--- src/keyboard_command_line_decoder_defines.svh ---
// Assertion macros for the keyboard command line decoder.
`ifndef KEYBOARD_COMMAND_LINE_DECODER_DEFINES_SVH
`define KEYBOARD_COMMAND_LINE_DECODER_DEFINES_SVH
`ifndef ASSERT_OFF
`define KCLD_ASSERT(label, clk, rst, prop) \
   label: assert property (@(posedge clk) disable iff (rst) prop) else $error("%m");
`define KCLD_ASSERT_R(label, clk, prop) \
   label: assert property (@(posedge clk) prop) else $error("%m");
`else
`define KCLD_ASSERT(label, clk, rst, prop)
`define KCLD_ASSERT_R(label, clk, prop)
`endif
`endif

--- src/kcld_pkg.sv ---
// Package: constants, types and codes of the keyboard command line decoder.
package kcld_pkg;
   localparam int LINE_CHARS    = 32;
   localparam int ID_CHARS      = 8;
   localparam int TABLE_ENTRIES = 8;
   localparam int LINE_AW  = $clog2(LINE_CHARS);
   localparam int LEN_W    = $clog2(LINE_CHARS + 1);
   localparam int TAB_AW   = (TABLE_ENTRIES > 1) ? $clog2(TABLE_ENTRIES) : 1;
   localparam int CNT_W    = $clog2(TABLE_ENTRIES + 1);
   localparam int IDX_W    = $clog2(ID_CHARS + 1);
   localparam int IDB_W    = (ID_CHARS > 1) ? $clog2(ID_CHARS) : 1;
   localparam int ENT_W    = 64 + 4 + 8;

   localparam logic [7:0] CH_CR  = 8'd13;
   localparam logic [7:0] CH_LF  = 8'd10;
   localparam logic [7:0] CH_NUL = 8'd0;

   localparam logic CSR_PROMPT = 1'b0;
   localparam logic CSR_ERASE  = 1'b1;

   typedef enum logic [3:0] {
      ST_IDLE, ST_ECHO, ST_CR, ST_LF, ST_SCAN_RD, ST_SCAN_CMP, ST_SEND_RD, ST_SEND
   } state_type;

   typedef struct packed {
      logic [7:0] ch;
      logic       dest;
      logic [7:0] target;
      logic       last;
   } rsp_type;
endpackage

--- src/kcld_ram.sv ---
// Generic single-port-write RAM with registered read.
module kcld_ram #(
   parameter int WIDTH = 8,
   parameter int DEPTH = 32
) (
   input  logic                     clock,
   input  logic                     wr_en,
   input  logic [$clog2(DEPTH)-1:0] wr_addr,
   input  logic [WIDTH-1:0]         wr_data,
   input  logic [$clog2(DEPTH)-1:0] rd_addr,
   output logic [WIDTH-1:0]         rd_data
);
   logic [WIDTH-1:0] mem_ff [DEPTH];
   always_ff @(posedge clock) begin
      if (wr_en) begin
         mem_ff[wr_addr] <= wr_data;
      end
      rd_data <= mem_ff[rd_addr];
   end
endmodule

--- src/keyboard_command_line_decoder.sv ---
// Keyboard command line decoder: top level with sequencer and compare unit.
// Registration: no result. Keystroke: 1 echo result.
// Enter: CR, LF, then per table entry a compare of the identifier bytes, then
//   a line memory read and a send for each line character sent to the owner.
// One item at a time; req_tready is high only when idle and no result is waiting.
// Synchronous active-high reset clears line length, table count and result valid,
//   loads default prompt and erase codes; line and table memories are not cleared.
`include "keyboard_command_line_decoder_defines.svh"
module keyboard_command_line_decoder (
   input  logic        clock,
   input  logic        reset,
   input  logic        req_tvalid,
   output logic        req_tready,
   input  logic        req_tuser,   // action
   // [7:0] key_char, [71:8] command_text, [75:72] command_length, [83:76] owner_id
   input  logic [87:0] req_tdata,
   output logic        rsp_tvalid,
   input  logic        rsp_tready,
   output logic [15:0] rsp_tdata,   // [7:0] out_char, [15:8] target_id
   output logic        rsp_tuser,   // destination
   output logic        rsp_tlast,   // last
   input  logic        csr_valid,
   output logic        csr_ready,
   input  logic        csr_index,
   input  logic [7:0]  csr_data
);
   localparam int LA = kcld_pkg::LINE_AW;
   localparam int LW = kcld_pkg::LEN_W;
   localparam int TA = kcld_pkg::TAB_AW;
   localparam int CW = kcld_pkg::CNT_W;
   localparam int IW = kcld_pkg::IDX_W;

   kcld_pkg::state_type state_ff, state_in;
   logic [7:0]  prompt_ff, erase_ff;
   logic [LW-1:0] len_ff, len_in, snap_ff, snap_in;
   logic [CW-1:0] cnt_ff, cnt_in;
   logic [CW-1:0] ent_ff, ent_in;   // entry under test
   logic [IW-1:0] pos_ff, pos_in;   // identifier byte under test
   logic [LW-1:0] k_ff, k_in;       // line char being sent
   logic [7:0]  key_ff;
   logic [7:0]  first_ff;           // first buffered char
   logic        keep_ff;            // line starts with prompt, taken at enter
   kcld_pkg::rsp_type out_ff, out_in;
   logic        ov_ff, ov_in;

   // line memory
   logic          lw_en;
   logic [LA-1:0] lw_addr, lr_addr;
   logic [7:0]    lr_data;
   // table memory
   logic          tw_en;
   logic [kcld_pkg::ENT_W-1:0] tw_data, tr_data;
   logic [TA-1:0] tr_addr;

   logic        accept, is_enter;
   logic [7:0]  rkey;
   logic [63:0] kept;
   logic [3:0]  nkept, clen;
   logic [63:0] e_text;
   logic [3:0]  e_len;
   logic [7:0]  e_owner, id_b;

   assign accept    = req_tvalid && req_tready;
   assign rkey      = req_tdata[7:0];
   assign csr_ready = 1'b1;
   assign is_enter  = (key_ff == kcld_pkg::CH_CR) || (key_ff == kcld_pkg::CH_LF)
                   || (key_ff == kcld_pkg::CH_NUL);
   assign {e_owner, e_len, e_text} = tr_data;
   assign id_b = e_text[8*pos_ff[kcld_pkg::IDB_W-1:0] +: 8];

   // Identifier trim: up to ID_CHARS bytes and command_length, stop at first zero.
   always_comb begin
      logic stop;
      kept  = '0;
      nkept = '0;
      stop  = 1'b0;
      clen  = req_tdata[75:72];
      for (int j = 0; j < kcld_pkg::ID_CHARS; j++) begin
         if (!stop && (4'(j) < clen) && (req_tdata[8+8*j +: 8] != 8'd0)) begin
            kept[8*j +: 8] = req_tdata[8+8*j +: 8];
            nkept = nkept + 4'd1;
         end else begin
            stop = 1'b1;
         end
      end
   end

   assign tw_en   = accept && req_tuser && (cnt_ff < CW'(kcld_pkg::TABLE_ENTRIES));
   assign tw_data = {req_tdata[83:76], nkept, kept};

   kcld_ram #(.WIDTH(kcld_pkg::ENT_W), .DEPTH(kcld_pkg::TABLE_ENTRIES)) u_table (
      .clock, .wr_en(tw_en), .wr_addr(cnt_ff[TA-1:0]), .wr_data(tw_data),
      .rd_addr(tr_addr), .rd_data(tr_data));

   assign lw_en   = accept && !req_tuser && (rkey != kcld_pkg::CH_CR)
                 && (rkey != kcld_pkg::CH_LF) && (rkey != kcld_pkg::CH_NUL)
                 && (rkey != erase_ff) && (len_ff < LW'(kcld_pkg::LINE_CHARS - 1));
   assign lw_addr = len_ff[LA-1:0];

   kcld_ram #(.WIDTH(8), .DEPTH(kcld_pkg::LINE_CHARS)) u_line (
      .clock, .wr_en(lw_en), .wr_addr(lw_addr), .wr_data(rkey),
      .rd_addr(lr_addr), .rd_data(lr_data));

   assign tr_addr = ent_ff[TA-1:0];

   // Next state
   always_comb begin
      state_in = state_ff;
      case (state_ff)
         kcld_pkg::ST_IDLE:
            if (accept && !req_tuser) state_in = kcld_pkg::ST_ECHO;
         kcld_pkg::ST_ECHO:
            state_in = is_enter ? kcld_pkg::ST_CR : kcld_pkg::ST_IDLE;
         kcld_pkg::ST_CR:
            if (!ov_ff) state_in = kcld_pkg::ST_LF;
         kcld_pkg::ST_LF:
            if (!ov_ff) state_in = kcld_pkg::ST_SCAN_RD;
         kcld_pkg::ST_SCAN_RD:
            if (!ov_ff) begin
               if (snap_ff == '0 || !keep_ff || ent_ff >= cnt_ff)
                  state_in = kcld_pkg::ST_IDLE;
               else
                  state_in = kcld_pkg::ST_SCAN_CMP;
            end
         kcld_pkg::ST_SCAN_CMP:
            if (pos_ff == IW'(0) && snap_ff < LW'(e_len) + LW'(1))
               state_in = kcld_pkg::ST_SCAN_RD;
            else if (pos_ff == IW'(e_len))
               state_in = kcld_pkg::ST_SEND_RD;
            else if (lr_data != id_b)
               state_in = kcld_pkg::ST_SCAN_RD;
         kcld_pkg::ST_SEND_RD:
            if (!ov_ff) state_in = kcld_pkg::ST_SEND;
         kcld_pkg::ST_SEND:
            state_in = (k_ff == snap_ff) ? kcld_pkg::ST_IDLE : kcld_pkg::ST_SEND_RD;
         default: state_in = kcld_pkg::ST_IDLE;
      endcase
   end

   // Datapath / outputs
   always_comb begin
      len_in  = len_ff;
      snap_in = snap_ff;
      cnt_in  = cnt_ff;
      ent_in  = ent_ff;
      pos_in  = pos_ff;
      k_in    = k_ff;
      out_in  = out_ff;
      ov_in   = ov_ff && !rsp_tready;
      lr_addr = '0;
      req_tready = (state_ff == kcld_pkg::ST_IDLE) && !ov_ff;
      case (state_ff)
         kcld_pkg::ST_IDLE:
            if (tw_en) cnt_in = cnt_ff + CW'(1);
         kcld_pkg::ST_ECHO:
            if (is_enter) begin
               snap_in = len_ff;
               len_in  = '0;
               ent_in  = '0;
            end else begin
               out_in = '{ch: key_ff, dest: 1'b0, target: 8'd0, last: 1'b1};
               ov_in  = 1'b1;
               if (key_ff == erase_ff) begin
                  if (len_ff != '0) len_in = len_ff - LW'(1);
               end else if (len_ff < LW'(kcld_pkg::LINE_CHARS - 1)) begin
                  len_in = len_ff + LW'(1);
               end
            end
         kcld_pkg::ST_CR:
            if (!ov_ff) begin
               out_in = '{ch: kcld_pkg::CH_CR, dest: 1'b0, target: 8'd0, last: 1'b0};
               ov_in  = 1'b1;
            end
         kcld_pkg::ST_LF:
            if (!ov_ff) begin
               // not last yet; the LF is held and marked last below if the scan sends nothing
               out_in = '{ch: kcld_pkg::CH_LF, dest: 1'b0, target: 8'd0, last: 1'b0};
            end
         kcld_pkg::ST_SCAN_RD: begin
            pos_in  = '0;
            lr_addr = LA'(1);
            if (!ov_ff && (snap_ff == '0 || !keep_ff || ent_ff >= cnt_ff)) begin
               out_in.last = 1'b1;
               ov_in = 1'b1;
            end
         end
         kcld_pkg::ST_SCAN_CMP: begin
            lr_addr = LA'(pos_ff + IW'(2));
            if (pos_ff == IW'(0) && snap_ff < LW'(e_len) + LW'(1)) begin
               ent_in = ent_ff + CW'(1);
            end else if (pos_ff == IW'(e_len)) begin
               ov_in = 1'b1;     // release the held LF
               k_in  = '0;
            end else if (lr_data != id_b) begin
               ent_in = ent_ff + CW'(1);
            end else begin
               pos_in = pos_ff + IW'(1);
            end
         end
         kcld_pkg::ST_SEND_RD:
            lr_addr = k_ff[LA-1:0];
         kcld_pkg::ST_SEND: begin
            out_in = '{ch: lr_data, dest: 1'b1, target: e_owner,
                       last: (k_ff + LW'(1) == snap_ff)};
            ov_in  = 1'b1;
            k_in   = k_ff + LW'(1);
            lr_addr = k_ff[LA-1:0];
         end
         default: ;
      endcase
      if (state_ff == kcld_pkg::ST_SEND && k_ff == snap_ff) begin
         out_in = out_ff;
         ov_in  = ov_ff && !rsp_tready;
      end
   end

   // Compare uses lr_data of address pos+1 (registered): at pos==0 the read
   // of address 1 is issued in SCAN_RD; each step reads the next byte.

   always_ff @(posedge clock) begin
      if (reset) begin
         state_ff  <= kcld_pkg::ST_IDLE;
         prompt_ff <= 8'd37;
         erase_ff  <= 8'd8;
         len_ff    <= '0;
         cnt_ff    <= '0;
         ov_ff     <= 1'b0;
      end else begin
         state_ff <= state_in;
         len_ff   <= len_in;
         cnt_ff   <= cnt_in;
         ov_ff    <= ov_in;
         if (csr_valid && csr_ready) begin
            if (csr_index == kcld_pkg::CSR_PROMPT) prompt_ff <= csr_data;
            else                                   erase_ff  <= csr_data;
         end
      end
   end

   always_ff @(posedge clock) begin
      snap_ff <= snap_in;
      ent_ff  <= ent_in;
      pos_ff  <= pos_in;
      k_ff    <= k_in;
      out_ff  <= out_in;
      if (accept) key_ff <= rkey;
      if (lw_en && len_ff == '0) first_ff <= rkey;
      if (state_ff == kcld_pkg::ST_ECHO && is_enter)
         keep_ff <= (first_ff == prompt_ff) && (len_ff != '0);
   end

   assign rsp_tvalid = ov_ff;
   assign rsp_tdata  = {out_ff.target, out_ff.ch};
   assign rsp_tuser  = out_ff.dest;
   assign rsp_tlast  = out_ff.last;

   `KCLD_ASSERT(a_busy_no_ready, clock, reset, (state_ff != kcld_pkg::ST_IDLE) |-> !req_tready)
   `KCLD_ASSERT(a_cnt_bound, clock, reset, cnt_ff <= CW'(kcld_pkg::TABLE_ENTRIES))
   `KCLD_ASSERT(a_len_bound, clock, reset, len_ff < LW'(kcld_pkg::LINE_CHARS))
   `KCLD_ASSERT_R(a_reset_idle, clock, $past(reset) |-> !rsp_tvalid)
endmodule

--- config.mk ---
export PLATFORM = sky130hd
export DESIGN_NAME = keyboard_command_line_decoder
export DESIGN_NICKNAME = d
export VERILOG_FILES = /design/src/kcld_pkg.sv /design/src/kcld_ram.sv /design/src/keyboard_command_line_decoder.sv
export VERILOG_INCLUDE_DIRS = /design/src /design/src/src
export SDC_FILE = /design/constraint.sdc
export NUM_CORES = 1
export LEC_CHECK = 0
export BUFFER_PORTS_ARGS = -buffer_cell sky130_fd_sc_hd__buf_2
export CAP_MARGIN = 10
export CORE_ASPECT_RATIO = 0.8
export CORE_MARGIN = 2
export CORE_UTILIZATION = 40
export DETAILED_ROUTE_END_ITERATION = 7
export PLACE_DENSITY = 0.6
export SLEW_MARGIN = 20
export SYNTH_ARGS = -nofsm -noshare
export SYNTH_HDL_FRONTEND = slang
export SYNTH_HIERARCHICAL = 1
export SYNTH_SLANG_ARGS = --single-unit
--- constraint.sdc ---
create_clock -name clock -period 10.6 [get_ports clock]
set_clock_uncertainty 0.2 [all_clocks]
set_input_delay 0.53 -clock clock [delete_from_list [all_inputs] [get_ports clock]]
set_output_delay 0.53 -clock clock [all_outputs]
set_load 0.1 [all_outputs]
==> impl_metrics.env <==
export IMPL_clock_latency_ns=0.69
export IMPL_dpl_hpwl_um=51700
export IMPL_htree_levels=3
export IMPL_core_area_mm2=0.101
export IMPL_initial_core_util_pct=40.3
export IMPL_fp_row_count=104
export IMPL_dpl_cell_area_mm2=0.0427
export IMPL_holdPathStages=4
export IMPL_leakagePower_uw=0.0150
export IMPL_max_slew_margin_rel_pct=27.2
export IMPL_clockBufferDepth=3
export IMPL_avgRoutedWirePerCell_um=24.5
export IMPL_synth_nets=2172
export IMPL_pin_count=124
export IMPL_die_w_um=360
export IMPL_dp_slack_ns=4.62
export IMPL_dr_pass1_iters=8
export IMPL_r2r_end="u_table/mem_ff[3][57]$_DFFE_PP_"
export IMPL_layout_drive_gt1_share_pct=28.8
export IMPL_die_h_um=289
export IMPL_power_density_mw_per_mm2=189
export IMPL_seq_area_frac_synth_pct=73.5
export IMPL_grt_use_total_pct=17.1
export IMPL_combPwrFrac_pct=6.0
export IMPL_fin_tns_setup_ns=0
export IMPL_cts_made_buffers=99
export IMPL_intPower_uw=6770
export IMPL_vias=19800
export IMPL_gp_congestion=0.817
export IMPL_ir_drop_uv=144
export IMPL_routed_via_density=5.46
export IMPL_period_share_pct=48.5
export IMPL_switching_share_pct=22.3
export IMPL_holdCritStartpoint="rsp_tready"
export IMPL_whs_endpoint="rsp_tvalid$_SDFF_PP0_"
export IMPL_cts_tree="done"
export IMPL_setup_ws_ns=5.46
export IMPL_cp_startpoint="req_tdata[15]"
export IMPL_synth_mux_area_share_pct=16.7
export IMPL_yosys_warnings=6
export IMPL_finalSetupViolations=0
export IMPL_yosys_cell_types_count=66
export IMPL_r2r_cells=7
export IMPL_clkTransAtPathRegs_ns=0.06
export IMPL_grt_first_pass_wirelength_um=132000
export IMPL_synth_edf_count=919
export IMPL_fin_nets=2345
export IMPL_rr_startpoint="state_ff[2]$_SDFFE_PP0P_"
export IMPL_root_buffer="clkbuf_16"
export IMPL_netlist_area_mm2=0.0406
export IMPL_crit_path_end_kind="flop"
export IMPL_antenna_found_initial=3
export IMPL_outcome="completed"
export IMPL_port_buffers=118
export IMPL_area_growth_pct=13.8
export IMPL_net_switching_power_uw=1940
export IMPL_grt_overflow=0
export IMPL_synth_xor_area_share_pct=1.57
export IMPL_grt_pass1_vias=20300
export IMPL_cp_start_kind="input pin"
export IMPL_critPathRequiredTime_ns=10.78
export IMPL_ys_ff_latch=1033
export IMPL_cap_violations=0
export IMPL_ctsResizeCount=0
export IMPL_cp_max_fo=13
export IMPL_place_inst=3421
export IMPL_synth_top_family_by_area="multiplexers"
export IMPL_synth_ff_type="edfxtp_1"
export IMPL_hold_class="input pin to flop"
export IMPL_min_period_ns=5.14
export IMPL_r2r_slack_ns=6.06
export IMPL_tightest_slew_ns=1.09
export IMPL_dieArea_mm2=0.104
export IMPL_synthArstFlopShare_pct=0
export IMPL_drtIter0Drc=1778
export IMPL_final_instance_count_excl_fill=3625
export IMPL_p_seq_share_pct=53.0
export IMPL_synth_fa_ha_area_share_pct=0.819
export IMPL_wl_um=88800
export IMPL_clkPwrFrac_pct=41.0
export IMPL_hold_ws_ns=0.109
export IMPL_hold_viol=0
export IMPL_cts_sinks=1033
export IMPL_synth_avg_cell_area_um2=19.9
export IMPL_maxSlewViolCount=0
export IMPL_synth_simple_gate_area_share_pct=4.29
export IMPL_synth_compound_area_share_pct=1.69
export IMPL_arrival_ns=5.32
export IMPL_grt_max_degree=155
export IMPL_rsz0062_at_grt="no"
export IMPL_synthCells=2043
export IMPL_crit_type="input pin to flop"
export IMPL_final_area_mm2=0.0462
export IMPL_postRouteAntennaNets=0
export IMPL_fmax_mhz=195
export IMPL_route_detailed_drc=0
## metal layers
layer,track usage [%],wire length (µm),vias up
met5,0,27,-
met4,4.67,1900,4
met3,3.17,4910,124
met2,27.3,41900,542
met1,24.4,40000,10500
li1,-,-,8616
## repair_timing
action                                 4_1_cts  5_1_grt
buffers inserted                             0        0
endpoints found under the hold margin       80        0
hold buffers                                19        0
## Yosys cell counts (3+ instances only)
library cell	number	share of area [%]
edfxtp_1	919	68
mux4_2	248	14
dfxtp_1	114	5.6
nor2_1	91	0.84
mux2_2	88	2.4
nand2_1	52	0.48
clkbuf_1	48	0.44
and2_1	44	0.68
xor2_1	41	0.88
a21oi_1	39	0.48
xnor2_1	32	0.69
and3_1	30	0.46
ha_1	25	0.77
buf_2	23	0.28
inv_1	22	0.20
nand3_1	20	0.25
nor4_1	19	0.29
mux2i_1	18	0.44
o21ai_0	15	0.18
nand2b_1	13	0.20
nand3b_1	11	0.20
buf_6	10	0.28
nand4_1	9	0.14
nor2b_1	9	0.14
nor3_1	9	0.11
buf_4	8	0.15
buf_1	7	0.065
or4_1	7	0.13
a22o_1	6	0.13
a22oi_1	5	0.092
o211ai_1	5	0.092
a31oi_1	4	0.062
o21a_1	4	0.074
a211oi_1	3	0.055
a21o_1	3	0.055
or3_1	3	0.046
or3b_2	3	0.065
## worst max-delay path, cell delays in order
cell and delay [ns]:
buf_2 0.10, or4_1 0.53, nor2_1 0.37, a211oi_1 0.09
buf_4 0.20, ha_1 0.39, o211a_1 0.34, a21boi_1 0.29
nor2_1 0.14, inv_1 0.12, ha_1 0.24, a22o_1 0.25
ha_1 0.33, xnor2_1 0.14, mux2_2 0.27, ha_1 0.18
nand2_1 0.06, xnor2_1 0.08, xnor2_1 0.63
## worst max path at each step
stage / to / depth (start not counted)
after CTS: u_table/mem_ff[7][66]$_DFFE_PP_ / 18
after detailed placement: u_table/mem_ff[7][66]$_DFFE_PP_ / 18
final: u_table/mem_ff[7][66]$_DFFE_PP_ / 19
after floorplan: u_table/mem_ff[2][0]$_DFFE_PP_ / 7
after global routing: u_table/mem_ff[3][66]$_DFFE_PP_ / 19
after global placement: u_table/mem_ff[2][66]$_DFFE_PP_ / 18
## layout make-up
type / instances / area, µm²
diodes: 3 / 7.51
clock buffers: 132 / 2660
clock inverters: 50 / 641
repair buffers: 168 / 1040
well taps: 1325 / 1660
inverters: 22 / 82.6
multi-input cells: 892 / 10300
fillers: 8478 / 54500
flip-flops and latches: 1033 / 29900
## stage by stage
| step | total power, µW | util (%) |
|---|---|---|
| detailed placement | 5230 | 42.4 |
| finish | 8720 | 45.9 |
| CTS | 8810 | 45.9 |
| floorplan | 5040 | - |
| global route | 9000 | 45.9 |
| global placement | 5220 | 42.4 |
## sequential cells by signal, indices dropped and copies added, names as in the netlist
register	count
u_line/rd_data	8
rsp_tlast	1
rsp_tdata	16
erase_ff	8
prompt_ff	8
keep_ff	1
cnt_ff	4
len_ff	6
snap_ff	6
u_line/mem_ff	256
pos_ff	4
first_ff	8
u_table/mem_ff	608
state_ff	3
u_table/rd_data	76
ent_ff	4
k_ff	6
rsp_tvalid	1
key_ff	8
rsp_tuser	1
## placed cells by master (no fill, tap or decap), types with 7 or more instances in the layout
cell / instances
nand3b_1: 11
buf_4: 29
nand2_1: 52
nor2b_1: 9
nor4_1: 19
mux4_2: 248
nor2_4: 7
o21ai_0: 14
inv_1: 22
and3_1: 30
buf_2: 118
nand3_1: 20
edfxtp_1: 919
a21oi_1: 38
nand2b_1: 13
mux2_2: 88
nand4_1: 9
ha_1: 25
nor2_1: 83
xnor2_1: 32
dfxtp_1: 114
clkbuf_1: 27
clkinv_2: 21
mux2i_1: 18
bufinv_16: 12
clkbuf_16: 99
xor2_1: 41
and2_1: 44
or4_1: 7
dlygate4sd3_1: 19
## logic make-up (layout without fill, tap and decap cells)
group	count (synthesis)	count (layout)
AOI/OAI and AO/OA	105	105
and+or+nand+nor	332	332
xor gates and xnor gates	73	73
buffers and inverters	118	372
other	1	4
muxes	355	355
DFF	1033	1033
adders and majority gates	26	26
## power groups by stage
stage,clock network (µW),logic (µW),registers (µW)
finish,3570,523,4620
global placement,0,507,4710
global route,3810,563,4630
floorplan,0,251,4790
CTS,3650,528,4630
detailed placement,0,519,4710
(Power assumes the default switching activity.)
